[config.mk]
export PLATFORM = sky130hd
export DESIGN_NAME = stack_with_min_max_mean_unit
export DESIGN_NICKNAME = d
export VERILOG_FILES = /design/src/hdl/smmm_pkg.sv /design/src/hdl/stack_with_min_max_mean_unit.sv
export SDC_FILE = /design/constraint.sdc
export NUM_CORES = 2
export LEC_CHECK = 0
export BUFFER_PORTS_ARGS = -buffer_cell sky130_fd_sc_hd__buf_4
export CORE_MARGIN = 2
export CORE_UTILIZATION = 60
export CTS_CLUSTER_SIZE = 16
export DETAILED_ROUTE_END_ITERATION = 7
export PLACE_DENSITY = 0.85
export SYNTH_ARGS = -nofsm -noshare
export SYNTH_HDL_FRONTEND = slang
export SYNTH_SLANG_ARGS = --single-unit
export TNS_END_PERCENT = 30
[constraint.sdc]
create_clock -name clock -period 13.3 [get_ports clock]
set_input_delay 1.995 -clock clock [delete_from_list [all_inputs] [get_ports clock]]
set_output_delay 1.995 -clock clock [all_outputs]
set_load 0.01 [all_outputs]
[src/hdl/smmm_pkg.sv]
// Package for the stack with min/max/mean unit: sizes, command codes,
// microcode word layout and the microcode ROM.
// No dependencies.
package smmm_pkg;

   localparam int STACK_DEPTH = 64;
   localparam int PTR_W       = $clog2(STACK_DEPTH);
   localparam int CNT_W       = $clog2(STACK_DEPTH + 1);
   localparam int DATA_W      = 32;
   localparam int MEAN_W      = 40;
   localparam int HELD_W      = 7;
   localparam int CMD_W       = 2;
   localparam int FRAC_W      = 8;
   localparam int SUM_W       = DATA_W + CNT_W;
   localparam int DIVD_W      = SUM_W + FRAC_W;
   localparam int DIVC_W      = $clog2(DIVD_W);
   localparam int UPC_W       = 4;

   typedef logic [UPC_W-1:0]  upc_type;
   typedef logic [CNT_W-1:0]  cnt_type;
   typedef logic [DIVC_W-1:0] divc_type;

   localparam logic [CMD_W-1:0] CMD_PUSH = 2'd0;
   localparam logic [CMD_W-1:0] CMD_POP  = 2'd1;
   localparam logic [CMD_W-1:0] CMD_STAT = 2'd2;

   // next-address modes
   localparam logic [1:0] NX_JUMP     = 2'd0;
   localparam logic [1:0] NX_SEQ      = 2'd1;
   localparam logic [1:0] NX_DISPATCH = 2'd2;
   localparam logic [1:0] NX_EMIT     = 2'd3;

   // jump conditions
   localparam logic [1:0] COND_ALWAYS   = 2'd0;
   localparam logic [1:0] COND_IDX_MORE = 2'd1;
   localparam logic [1:0] COND_DIV_MORE = 2'd2;

   // result kinds
   localparam logic [1:0] OUT_FAIL = 2'd0;
   localparam logic [1:0] OUT_PUSH = 2'd1;
   localparam logic [1:0] OUT_POP  = 2'd2;
   localparam logic [1:0] OUT_STAT = 2'd3;

   // microprogram addresses
   localparam upc_type S_IDLE       = 4'd0;
   localparam upc_type S_PUSH       = 4'd1;
   localparam upc_type S_EMIT_PUSH  = 4'd2;
   localparam upc_type S_POP        = 4'd3;
   localparam upc_type S_EMIT_POP   = 4'd4;
   localparam upc_type S_EMIT_FAIL  = 4'd5;
   localparam upc_type S_STAT_CLR   = 4'd6;
   localparam upc_type S_STAT_RD    = 4'd7;
   localparam upc_type S_STAT_DRAIN = 4'd8;
   localparam upc_type S_DIV_INIT   = 4'd9;
   localparam upc_type S_DIV_STEP   = 4'd10;
   localparam upc_type S_EMIT_STAT  = 4'd11;

   typedef struct packed {
      logic [1:0] nx;
      logic [1:0] cond;
      upc_type    target;
      logic       mem_wr;
      logic       cnt_inc;
      logic       cnt_dec;
      logic       rd_top;
      logic       rd_idx;
      logic       stat_clr;
      logic       div_init;
      logic       div_step;
      logic [1:0] out_sel;
   } ctrl_word_type;

   function automatic ctrl_word_type ucode(input upc_type step);
      ctrl_word_type w;
      w = '0;
      unique case (step)
         S_IDLE:       w.nx = NX_DISPATCH;
         S_PUSH: begin
            w.nx      = NX_SEQ;
            w.mem_wr  = 1'b1;
            w.cnt_inc = 1'b1;
         end
         S_EMIT_PUSH: begin
            w.nx      = NX_EMIT;
            w.out_sel = OUT_PUSH;
         end
         S_POP: begin
            w.nx      = NX_SEQ;
            w.cnt_dec = 1'b1;
            w.rd_top  = 1'b1;
         end
         S_EMIT_POP: begin
            w.nx      = NX_EMIT;
            w.out_sel = OUT_POP;
         end
         S_EMIT_FAIL: begin
            w.nx      = NX_EMIT;
            w.out_sel = OUT_FAIL;
         end
         S_STAT_CLR: begin
            w.nx       = NX_SEQ;
            w.stat_clr = 1'b1;
         end
         S_STAT_RD: begin
            w.nx     = NX_JUMP;
            w.cond   = COND_IDX_MORE;
            w.target = S_STAT_RD;
            w.rd_idx = 1'b1;
         end
         S_STAT_DRAIN: w.nx = NX_SEQ;
         S_DIV_INIT: begin
            w.nx       = NX_SEQ;
            w.div_init = 1'b1;
         end
         S_DIV_STEP: begin
            w.nx       = NX_JUMP;
            w.cond     = COND_DIV_MORE;
            w.target   = S_DIV_STEP;
            w.div_step = 1'b1;
         end
         S_EMIT_STAT: begin
            w.nx      = NX_EMIT;
            w.out_sel = OUT_STAT;
         end
         default: begin
            w.nx     = NX_JUMP;
            w.cond   = COND_ALWAYS;
            w.target = S_IDLE;
         end
      endcase
      return w;
   endfunction

endpackage

[src/hdl/stack_with_min_max_mean_unit.sv]
// Top level of the stack with min/max/mean unit: microcoded sequencer,
// stack memory, statistics accumulator and restoring divider.
// Depends on smmm_pkg.
//
//   channel  dir  handshake                 payload
//   req_     in   req_valid / req_stall     req_command, req_value
//   rsp_     out  rsp_valid / rsp_stall     rsp_ok, rsp_popped_value, rsp_largest,
//                                           rsp_smallest, rsp_mean_q8, rsp_entries_held
//
// Push and pop: dispatch, memory access and result load, in that order, from accepted
// beat to result register. Statistics over N held entries run the one-entry-per-cycle
// memory read loop and then the one-bit-per-cycle divider (DIVD_W = 47 at depth 64).
// A failing command (full push, empty pop or statistics, unused code) goes from dispatch straight to result load.
// Synchronous active-high reset empties the stack; memory contents are not cleared.
// A new beat is taken only in the idle step; a held result stalls the sequencer
// in its load step until the result register frees.
module stack_with_min_max_mean_unit (
   input  logic                                 clock,
   input  logic                                 reset,
   input  logic                                 req_valid,
   output logic                                 req_stall,
   input  logic [smmm_pkg::CMD_W-1:0]           req_command,
   input  logic signed [smmm_pkg::DATA_W-1:0]   req_value,
   output logic                                 rsp_valid,
   input  logic                                 rsp_stall,
   output logic                                 rsp_ok,
   output logic signed [smmm_pkg::DATA_W-1:0]   rsp_popped_value,
   output logic signed [smmm_pkg::DATA_W-1:0]   rsp_largest,
   output logic signed [smmm_pkg::DATA_W-1:0]   rsp_smallest,
   output logic signed [smmm_pkg::MEAN_W-1:0]   rsp_mean_q8,
   output logic [smmm_pkg::HELD_W-1:0]          rsp_entries_held
);

   smmm_pkg::ctrl_word_type ctrl;

   smmm_pkg::upc_type  upc_ff, upc_in, dispatch;
   smmm_pkg::cnt_type  cnt_ff, idx_ff, top_m1;
   smmm_pkg::divc_type div_cnt_ff;

   logic [smmm_pkg::DATA_W-1:0] stack_mem [smmm_pkg::STACK_DEPTH];
   logic [smmm_pkg::DATA_W-1:0] val_ff, rd_data_ff;
   logic [smmm_pkg::PTR_W-1:0]  rd_addr;

   logic signed [smmm_pkg::DATA_W-1:0] max_ff, min_ff, x;
   logic signed [smmm_pkg::SUM_W-1:0]  sum_ff;
   logic [smmm_pkg::DIVD_W-1:0]        scaled, q_ff;
   logic [smmm_pkg::CNT_W-1:0]         rem_ff;
   logic [smmm_pkg::CNT_W:0]           rem_sh, rem_diff;
   logic [smmm_pkg::MEAN_W-1:0]        q_lo, mean;
   logic                               neg_ff, acc_pend_ff;

   logic req_accept, out_free, out_load, cond_true, rd_en, full, empty;

   logic                               rsp_valid_ff, rsp_ok_ff;
   logic signed [smmm_pkg::DATA_W-1:0] rsp_popped_ff, rsp_largest_ff, rsp_smallest_ff;
   logic signed [smmm_pkg::MEAN_W-1:0] rsp_mean_ff;
   logic [smmm_pkg::HELD_W-1:0]        rsp_held_ff;

   assign req_stall  = (upc_ff != smmm_pkg::S_IDLE);
   assign req_accept = req_valid && !req_stall;
   assign full       = (cnt_ff == smmm_pkg::cnt_type'(smmm_pkg::STACK_DEPTH));
   assign empty      = (cnt_ff == '0);
   assign top_m1     = cnt_ff - smmm_pkg::cnt_type'(1);
   assign out_free   = !rsp_valid_ff || !rsp_stall;
   assign out_load   = (ctrl.nx == smmm_pkg::NX_EMIT) && out_free;
   assign rd_en      = ctrl.rd_top || ctrl.rd_idx;
   assign rd_addr    = ctrl.rd_top ? top_m1[smmm_pkg::PTR_W-1:0]
                                   : idx_ff[smmm_pkg::PTR_W-1:0];
   assign x          = signed'(rd_data_ff);

   // sequencer
   always_comb begin
      ctrl = smmm_pkg::ucode(upc_ff);

      unique case (req_command)
         smmm_pkg::CMD_PUSH: dispatch = full  ? smmm_pkg::S_EMIT_FAIL : smmm_pkg::S_PUSH;
         smmm_pkg::CMD_POP:  dispatch = empty ? smmm_pkg::S_EMIT_FAIL : smmm_pkg::S_POP;
         smmm_pkg::CMD_STAT: dispatch = empty ? smmm_pkg::S_EMIT_FAIL
                                              : smmm_pkg::S_STAT_CLR;
         default:            dispatch = smmm_pkg::S_EMIT_FAIL;
      endcase

      case (ctrl.cond)
         smmm_pkg::COND_IDX_MORE: cond_true = (idx_ff != top_m1);
         smmm_pkg::COND_DIV_MORE: cond_true = (div_cnt_ff != '0);
         default:                 cond_true = 1'b1;
      endcase

      unique case (ctrl.nx)
         smmm_pkg::NX_JUMP:     upc_in = cond_true ? ctrl.target
                                                   : upc_ff + smmm_pkg::upc_type'(1);
         smmm_pkg::NX_SEQ:      upc_in = upc_ff + smmm_pkg::upc_type'(1);
         smmm_pkg::NX_DISPATCH: upc_in = req_accept ? dispatch : smmm_pkg::S_IDLE;
         default:               upc_in = out_free ? smmm_pkg::S_IDLE : upc_ff;
      endcase
   end

   always_ff @(posedge clock) begin
      if (reset) begin
         upc_ff <= smmm_pkg::S_IDLE;
         cnt_ff <= '0;
      end else begin
         upc_ff <= upc_in;
         if (ctrl.cnt_inc)
            cnt_ff <= cnt_ff + smmm_pkg::cnt_type'(1);
         else if (ctrl.cnt_dec)
            cnt_ff <= top_m1;
      end
   end

   always_ff @(posedge clock) begin
      if (req_accept)
         val_ff <= req_value;
   end

   // stack memory, registered read
   always_ff @(posedge clock) begin
      if (ctrl.mem_wr)
         stack_mem[cnt_ff[smmm_pkg::PTR_W-1:0]] <= val_ff;
      if (rd_en)
         rd_data_ff <= stack_mem[rd_addr];
   end

   // statistics walk: read data is registered, so it is accumulated in the cycle after its address
   always_ff @(posedge clock) begin
      if (reset)
         acc_pend_ff <= 1'b0;
      else
         acc_pend_ff <= ctrl.rd_idx;
   end

   always_ff @(posedge clock) begin
      if (ctrl.stat_clr) begin
         idx_ff <= '0;
         sum_ff <= '0;
         max_ff <= {1'b1, {(smmm_pkg::DATA_W-1){1'b0}}};
         min_ff <= {1'b0, {(smmm_pkg::DATA_W-1){1'b1}}};
      end else begin
         if (ctrl.rd_idx)
            idx_ff <= idx_ff + smmm_pkg::cnt_type'(1);
         if (acc_pend_ff) begin
            sum_ff <= sum_ff + smmm_pkg::SUM_W'(x);
            if (x > max_ff) max_ff <= x;
            if (x < min_ff) min_ff <= x;
         end
      end
   end

   // restoring divide of |sum * 256| by the entry count, one bit per step
   assign scaled   = {sum_ff, {smmm_pkg::FRAC_W{1'b0}}};
   assign rem_sh   = {rem_ff, q_ff[smmm_pkg::DIVD_W-1]};
   assign rem_diff = rem_sh - {1'b0, cnt_ff};
   assign q_lo     = q_ff[smmm_pkg::MEAN_W-1:0];
   assign mean     = neg_ff ? (smmm_pkg::MEAN_W'(0) - q_lo) : q_lo;

   always_ff @(posedge clock) begin
      if (ctrl.div_init) begin
         neg_ff     <= sum_ff[smmm_pkg::SUM_W-1];
         q_ff       <= sum_ff[smmm_pkg::SUM_W-1] ? (smmm_pkg::DIVD_W'(0) - scaled) : scaled;
         rem_ff     <= '0;
         div_cnt_ff <= smmm_pkg::divc_type'(smmm_pkg::DIVD_W - 1);
      end else if (ctrl.div_step) begin
         div_cnt_ff <= div_cnt_ff - smmm_pkg::divc_type'(1);
         if (!rem_diff[smmm_pkg::CNT_W]) begin
            rem_ff <= rem_diff[smmm_pkg::CNT_W-1:0];
            q_ff   <= {q_ff[smmm_pkg::DIVD_W-2:0], 1'b1};
         end else begin
            rem_ff <= rem_sh[smmm_pkg::CNT_W-1:0];
            q_ff   <= {q_ff[smmm_pkg::DIVD_W-2:0], 1'b0};
         end
      end
   end

   // result register
   always_ff @(posedge clock) begin
      if (reset)
         rsp_valid_ff <= 1'b0;
      else if (out_load)
         rsp_valid_ff <= 1'b1;
      else if (!rsp_stall)
         rsp_valid_ff <= 1'b0;
   end

   always_ff @(posedge clock) begin
      if (out_load) begin
         rsp_ok_ff       <= 1'b0;
         rsp_popped_ff   <= '0;
         rsp_largest_ff  <= '0;
         rsp_smallest_ff <= '0;
         rsp_mean_ff     <= '0;
         rsp_held_ff     <= smmm_pkg::HELD_W'(cnt_ff);
         case (ctrl.out_sel)
            smmm_pkg::OUT_PUSH: rsp_ok_ff <= 1'b1;
            smmm_pkg::OUT_POP: begin
               rsp_ok_ff     <= 1'b1;
               rsp_popped_ff <= x;
            end
            smmm_pkg::OUT_STAT: begin
               rsp_ok_ff       <= 1'b1;
               rsp_largest_ff  <= max_ff;
               rsp_smallest_ff <= min_ff;
               rsp_mean_ff     <= signed'(mean);
            end
            default: rsp_ok_ff <= 1'b0;
         endcase
      end
   end

   assign rsp_valid        = rsp_valid_ff;
   assign rsp_ok           = rsp_ok_ff;
   assign rsp_popped_value = rsp_popped_ff;
   assign rsp_largest      = rsp_largest_ff;
   assign rsp_smallest     = rsp_smallest_ff;
   assign rsp_mean_q8      = rsp_mean_ff;
   assign rsp_entries_held = rsp_held_ff;

   a_cnt_bound: assert property (@(posedge clock) disable iff (reset)
      cnt_ff <= smmm_pkg::cnt_type'(smmm_pkg::STACK_DEPTH))
      else $error("fill count beyond depth");

   a_wr_not_full: assert property (@(posedge clock) disable iff (reset)
      ctrl.mem_wr |-> !full)
      else $error("write to full stack");

   a_walk_in_range: assert property (@(posedge clock) disable iff (reset)
      (upc_ff == smmm_pkg::S_STAT_RD) |-> (idx_ff < cnt_ff))
      else $error("statistics walk past top");

   a_stat_order: assert property (@(posedge clock) disable iff (reset)
      (out_load && ctrl.out_sel == smmm_pkg::OUT_STAT) |=> (rsp_largest_ff >= rsp_smallest_ff))
      else $error("largest below smallest");

endmodule
==> summary.txt <==
Synth
  – Netlist cell types: between 70 and 80
  – Sequential fraction of the synthesis area: 72.3%
  – Synth async-reset ratio: 0%
  – Most frequent cell after synthesis: edfxtp_1
  – Avg Cell Area, Syn: approximately 16 um2
  – Post-Syn Instances: 6358
  – Top post-synthesis cells by area: edfxtp_1 (70%), mux4_2 (8.7%), nand2_1 (3.5%)
  – EDFF count, synth: 2304
  – Synth area leader: edfxtp_1
  – Synth Flop Type: edfxtp_1
  – FF+latch count, synth: 2440
  – Area share of the largest cell type after synthesis: ~70%
  – Syn. warnings: 0
  – Post-synth design cell area: between 90000 and 100000 um2
  – Commonest cells post-synth: edfxtp_1 (2304), nand2_1 (927), mux4_2 (386)
  – Syn_nets: 6525

Routing
  – Post-route ant nets: 0
  – DR vias: about 64000
  – Vias per cell: 7.15
  – DRT Pass-1 Iters: 7
  – Final wirelength: about 300 mm
  – Post-DR wirelength/cell: between 30 and 40 um
  – DRT iter0 DRCs: 11600
  – Drc violations: 0

Setup path
  – Cell count of the worst reg-to-reg path: 12
  – WS Path Type: reg2reg
  – CP Max Fanout: 140
  – Critical Path End Type: register
  – Startpoint types: register
  – Critical path data required time: between 10000 and 15000 ps
  – Critical Path AT: 7180 ps

Timing
  – Final worst path period share: 49.7%
  – Final clock skew: between 60 and 70 ps
  – Unrepaired setup endpoints after global routing: no
  – Slew @ Worst Pin: ~1300 ps
  – Total negative slack: 0 ps
  – Final setup viols: 0
  – Slew margin rel.: 15.6%
  – Hold Vio Cnt, Final: 0
  – Slew Viols, Final: 0
  – Post-route setup slack: roughly 6700 ps
  – Fin crit period: ~6600 ps
  – Top achievable clock speed: ~150 MHz

Global routing
  – Vias in the first global route: 64000
  – GR Layer Usage met1: a little over two fifths
  – Routing usage on met2: 54.3%
  – Gr ovfl total: 0
  – Global routing usage on met3: approximately 10%
  – Initial antenna violation count: 15
  – First-pass GRT wire length: ~420 mm
  – Largest net degree at the start of global routing: approximately 140
  – Most used routing layer: met2
  – Total Routing Usage GR: between 30% and 40%

Floorplanning
  – Std cell rows: 149
  – Die area: roughly 170000 um2
  – Die height: just over 400 um
  – Initial Utilization: ~60%
  – Core area: ~160000 um2
  – I/O pin count: 184
  – Die width: a little over 400 um

Placed design
  – Setup WS pre-CTS: 6950 ps
  – GP Congestion: just over 0.9
  – IO buf count: between 150 and 200
  – Hpwl dp: 149 mm

Final layout
  – Syn-to-layout area delta: 12.2%
  – FILL cells: 9772
  – Fin nets: 6741
  – Layout cells sized above 1: approximately 17%

Clocking
  – Post-CTS sizing: 0
  – Number of CTS-inserted buffers: 226
  – Clock Path Buffers: 3
  – Root Driver: clkbuf_16
  – Hold_buf cts: 0
  – Clock-pin slew on the worst setup and hold paths: around 60 ps
  – CTS tree: built
  – CTS sink cnt: 2440
  – # H-tree levels: 4
  – Post-CTS Setup Bufs: 0
  – Clk Latency, worst-skew pair: between 900 and 1000 ps

Worst hold path
  – Min-Delay Path Depth: 2
  – Worst min-delay path class: reg2reg

Pwr
  – PwrDens: ~160 nW/um2
  – LEAKAGE: 36.9 nW
  – Overall power: 0.0181 W
  – Worst IR Drop VDD: 0.188 mV

Run status
  – Status: complete, no violations

Flow run
  – Max_cap viols: 0
==> critical path: stages (launching register included) <==
cell,delay (ps)
dfxtp_1,430
ha_1,460
nor3b_2,240
buf_4,320
mux2i_4,310
buf_12,710
buf_4,850
buf_4,830
mux4_2,610
nand2_1,110
nand3_1,90
a31oi_1,1040
o21ai_0,180
==> cells in the final DEF, fill, tap and decap left out, drive strengths merged, types with 32 or more instances in the layout <==
cell and n:
a2111oi 32, a21o 40, a21oi 344, a31oi 68
and3 71, buf 348, clkbuf 272, clkinv 124
dfxtp 136, edfxtp 2304, ha 127, inv 104
mux2i 61, mux4 386, nand2 927, nand3 173
nor2 307, nor3 148, nor4 109, o21ai 214
xnor2 47, xor2 83
==> power by group <==
group | total [W] | internal (W) | switching (W)
Sequential | 0.00928 | 0.00910 | 0.000172
Clock | 0.00657 | 0.00361 | 0.00296
Combinational | 0.00222 | 0.000723 | 0.00150
Total | 0.0181 | 0.0134 | 0.00463
==> flip-flops by register name (all words and copies together) (netlist names), 7 cells and up <==
signal / count
stack_mem: 2048
q_ff: 47
rsp_mean_q8: 40
sum_ff: 39
max_ff: 32
min_ff: 32
rd_data_ff: 32
rsp_largest: 32
rsp_popped_value: 32
rsp_smallest: 32
val_ff: 32
cnt_ff: 7
idx_ff: 7
rem_ff: 7
rsp_entries_held: 7
==> per-stage QoR <==
stage | util [%] | hold WS [ps] | instances | cell area [um2]
after floorplan | - | 406 | 6358 | 99500
after global placement | 63.2 | 458 | 8535 | 104000
after detailed placement | 63.2 | 475 | 8535 | 104000
after CTS | 67.7 | 483 | 8961 | 112000
after global routing | 67.7 | 529 | 8962 | 112000
final | 67.7 | 490 | 8964 | 112000
==> layer usage <==
layer | routed length, um | up-vias
met5 | 73 | -
met4 | 23500 | 12
met3 | 43600 | 1605
met2 | 137000 | 6436
met1 | 90900 | 31000
li1 | - | 25100
==> cell type report <==
cell class / count / area [um2] / share of cell area, %
antenna: 3 / 7.51 / 0.00673
inverter: 104 / 390 / 0.350
multi-input combinational: 3454 / 26400 / 23.6
timing repair buffer: 348 / 2700 / 2.42
clock inverter: 154 / 1620 / 1.45
tap: 2189 / 2740 / 2.45
clock buffer: 272 / 5860 / 5.25
sequential: 2440 / 71900 / 64.4
==> logic make-up (layout without fill, tap and decap cells) <==
family	after synthesis	in the layout	synth area share (%)
flops	2440	2440	72.3
buf+inv	464	878	1.82
other cells	0	3	0
simple gates	1850	1850	8.25
mux	450	450	9.39
xor+xnor	133	133	1.21
fa+ha+maj	129	129	1.64
compound gates	892	892	5.40
==> path summary, 6_finish.rpt <==
kind	startpoint	endpoint	slack, ps
max reg2reg	upc_ff[0]	rd_data_ff[24]	6690
min	min_ff[31]	min_ff[31]	490
min reg2reg	min_ff[31]	min_ff[31]	490
max	upc_ff[0]	rd_data_ff[24]	6690
(Power assumes the default switching activity.)
